--- src/rtl/core/vna_ram.sv ---
// ----------------------------------------------------------------------------
// vna_ram
// Generic single write port, single read port RAM with registered read data.
// ----------------------------------------------------------------------------
`default_nettype none

module vna_ram #(
  parameter int W     = 8,
  parameter int DEPTH = 4,
  parameter int AW    = 2
) (
  input  wire logic          clk,
  input  wire logic          we,
  input  wire logic [AW-1:0] waddr,
  input  wire logic [W-1:0]  wdata,
  input  wire logic [AW-1:0] raddr,
  output logic      [W-1:0]  rdata
);

  logic [W-1:0] mem_r [DEPTH];

  always_ff @(posedge clk) begin
    if (we) begin
      mem_r[waddr] <= wdata;
    end
    rdata <= mem_r[raddr];
  end

endmodule

`default_nettype wire

--- config.mk ---
export PLATFORM = sky130hd
export DESIGN_NAME = vna_ram
export DESIGN_NICKNAME = d
export VERILOG_FILES = /design/src/rtl/core/vna_ram.sv
export SDC_FILE = /design/constraint.sdc
export NUM_CORES = 1
export LEC_CHECK = 0
export BUFFER_PORTS_ARGS = -buffer_cell sky130_fd_sc_hd__buf_2
export CORE_MARGIN = 2
export CORE_UTILIZATION = 40
export CTS_CLUSTER_SIZE = 30
export DETAILED_ROUTE_END_ITERATION = 12
export GPL_TIMING_DRIVEN = 0
export SLEW_MARGIN = 20
export SYNTH_ARGS = -nofsm -noshare
export SYNTH_HDL_FRONTEND = slang
export SYNTH_SLANG_ARGS = --single-unit
--- constraint.sdc ---
create_clock -name clk -period 1.55 [get_ports clk]
set_input_delay 0.0775 -clock clk [delete_from_list [all_inputs] [get_ports clk]]
set_output_delay 0.0775 -clock clk [all_outputs]
set_load 0.05 [all_outputs]
==> metrics.yaml <==
routing:
  wl_um: 1930
  wire_per_inst_um: 14.3
  drt_iter0_drc: 20
  via_count: 633
  final_antenna_net_count: 0
  drcViolationCount: 0
  dr.pass1.iters: 4
  viasPerCell: 4.69
place:
  gp_congestion: 0.614
  io_buffers: 19
  postPlaceCellArea_sq_um: 1510
  pre_cts_ws_ns: 0.304
setup_path:
  cp_slowest_cell: "dfxtp_1"
  path_depth: 1
  path_class: "reg2out"
  arrival_ns: 0.91
  crit_path_max_incr_delay_ns: 0.32
  cp_top_family: "flip-flops"
  path_cells: "buf_2"
  path_buf_inv: 1
  worstPathRequired_ns: 1.47
  critPathLaunchType: "flop"
  r2r_cells: 1
  crit_fanout: 1
  end_kind: "output port"
power:
  p_sw_share_pct: 22.8
  worst_ir_drop_vdd_uv: 699
  p_comb_share_pct: 10.3
  pwr-share-seq_pct: 64.9
  internal_power_w: 0.00147
  p_switching_w: 0.000433
  clkPwrFrac_pct: 24.8
  leakagePower_nw: 0.580
  cellPowerDensity_nw_per_um2: 1160
final_layout:
  diodes: 0
  post_route_cells_drive_above_1_share_pct: 39.3
  fin_area_sq_um: 1640
  fill_cells: 282
  syn_to_final_growth_pct: 21.2
  num-nets-final: 102
global_route:
  antenna_found_initial: 0
  grt_pass1_wl_um: 2990
  grt_max_degree: 12
  overflow: 0
  grt_pass1_vias: 619
  gr-usage-all-layers_pct: 12.5
sta:
  fin_ws_ns: 0.563
  hold_viol: 0
  worst_pin_slew_ns: 0.754
  worst_slew_margin_rel_pct: 49.5
  slew_violations: 0
  rsz0062_at_grt: "no"
  finalClockSkew_ns: 0.00610
  min_period_ns: 0.987
  finalHoldWorstSlack_ns: 0.126
  setup_viol: 0
  fmax_ghz: 1.01
  finalCritPeriodShare_pct: 63.6
synth:
  synth-simple-area-share_pct: 2.32
  synth_top_family_by_area: "multiplexers"
  synth_xor_xnor_area_share_pct: 0
  syn-num-nets: 68
  synth_area_leader_cell: "edfxtp_1"
  ys_warn_count: 0
  syn_area_sq_um: 1350
  synth.area.mux_share_pct: 13.4
  ys_types: 8
  synth_compound_area_share_pct: 0
  synthCells: 54
  ys_seq_area_share_pct: 83.1
  synth_seq_cells: 40
  yosys.area.top_type_share_pct: 71.2
  synth_area_per_cell_sq_um: 25.0
  synth.area.top_cells: "edfxtp_1 (71%), mux4_2 (13%), dfxtp_1 (12%)"
  synth_fa_ha_area_share_pct: 0
floorplan:
  start_util_pct: 41.1
  die_w_um: 62.1
  io-pin-count: 22
  die-area_sq_um: 3850
  coreArea_sq_um: 3280
  rows: 21
  dieHeight_um: 62.1
status:
  status: "finished, final reports clean"
clock_tree:
  clock_latency_ns: 0.34
  tritoncts: "yes"
  post_cts_resized: 0
  cts.sinks: 40
  cts_buffers: 5
  clk_root_buffer_cell: "clkbuf_4"
  htreeDepth: 2
  cts.clk_slew.worst_paths_ns: 0.11
  clockBufferDepth: 2
min_path:
  hold_path_class: "in2reg"
  whs_path_depth: 2
flow_run:
  maxCapViolations: 0
[synth_stat cells, drive strengths merged]
master and instances:
clkbuf 1, and3b 2, mux4 8, buf 1, and3 1, dfxtp 8
edfxtp 32, nor3b 1
[path summary, 6_finish.rpt]
path	end	start	slack (ns)
max	rdata[4]	rdata[4]$_DFF_P_	0.56
min	rdata[0]$_DFF_P_	raddr[0]	0.13
max reg2reg	rdata[7]$_DFF_P_	mem_r[3][7]$_DFFE_PP_	0.58
min reg2reg	rdata[0]$_DFF_P_	mem_r[2][0]$_DFFE_PP_	0.55
[state kept, by name (all words and copies together), names as in the netlist]
signal / cells
mem_r: 32
rdata: 8
[layout by cell type (no fill, tap or decap)]
cell	netlist	final
mux4_2	8	8
clkinv_1	0	1
edfxtp_1	32	32
clkbuf_1	0	2
and3_1	1	1
buf_6	1	1
buf_2	0	19
nor3b_2	0	1
and3b_1	2	2
clkbuf_2	1	1
dlygate4sd3_1	0	8
dfxtp_1	8	8
clkbuf_4	0	5
[power groups by stage]
stage | sequential [W] | clock, W | combinational (W)
finish | 0.00124 | 0.000472 | 0.000197
global route | 0.00124 | 0.000539 | 0.000212
CTS | 0.00124 | 0.000493 | 0.000201
detailed placement | 0.00126 | 0 | 0.000185
global placement | 0.00126 | 0 | 0.000183
floorplan | 0.00133 | 0 | 0.0000554
[layer usage]
| layer | global-route usage, % | up-vias | share of wire, % |
|---|---|---|---|
| met4 | 8.21 | 0 | 2.0 |
| met2 | 18.3 | 22 | 49 |
| met3 | 5.80 | 5 | 6.7 |
| li1 | - | 290 | - |
| met1 | 14.8 | 316 | 42 |
| met5 | 0 | - | 0 |
[stage by stage]
step	TNS [ns]	util [%]	instances	power (W)
after CTS	0	49.8	135	0.00193
final	0	49.8	135	0.00190
after global routing	0	49.8	135	0.00199
after floorplan	0	-	54	0.00139
after detailed placement	0	45.9	119	0.00145
after global placement	-1.72	45.7	119	0.00144
[layout make-up]
class	instances	area [sq um]	share of cell area (%)
clock inverter	1	3.75	0.230
clock buffer	7	45.0	2.75
tap	46	57.6	3.52
sequential	40	1120	68.6
timing repair buffer	27	175	10.7
multi-input combinational	12	216	13.2
buffer	2	16.3	0.995
[logic make-up after synthesis]
family | count (synthesis)
flops | 40
mux | 8
simple gates | 4
buf+inv | 2
[what timing repair did]
action / CTS / global route
endpoints found under the hold margin: 32 / 0
buffers inserted: 0 / 0
hold buffers: 8 / 0
No activity file was read; power rests on OpenSTA's default activity.
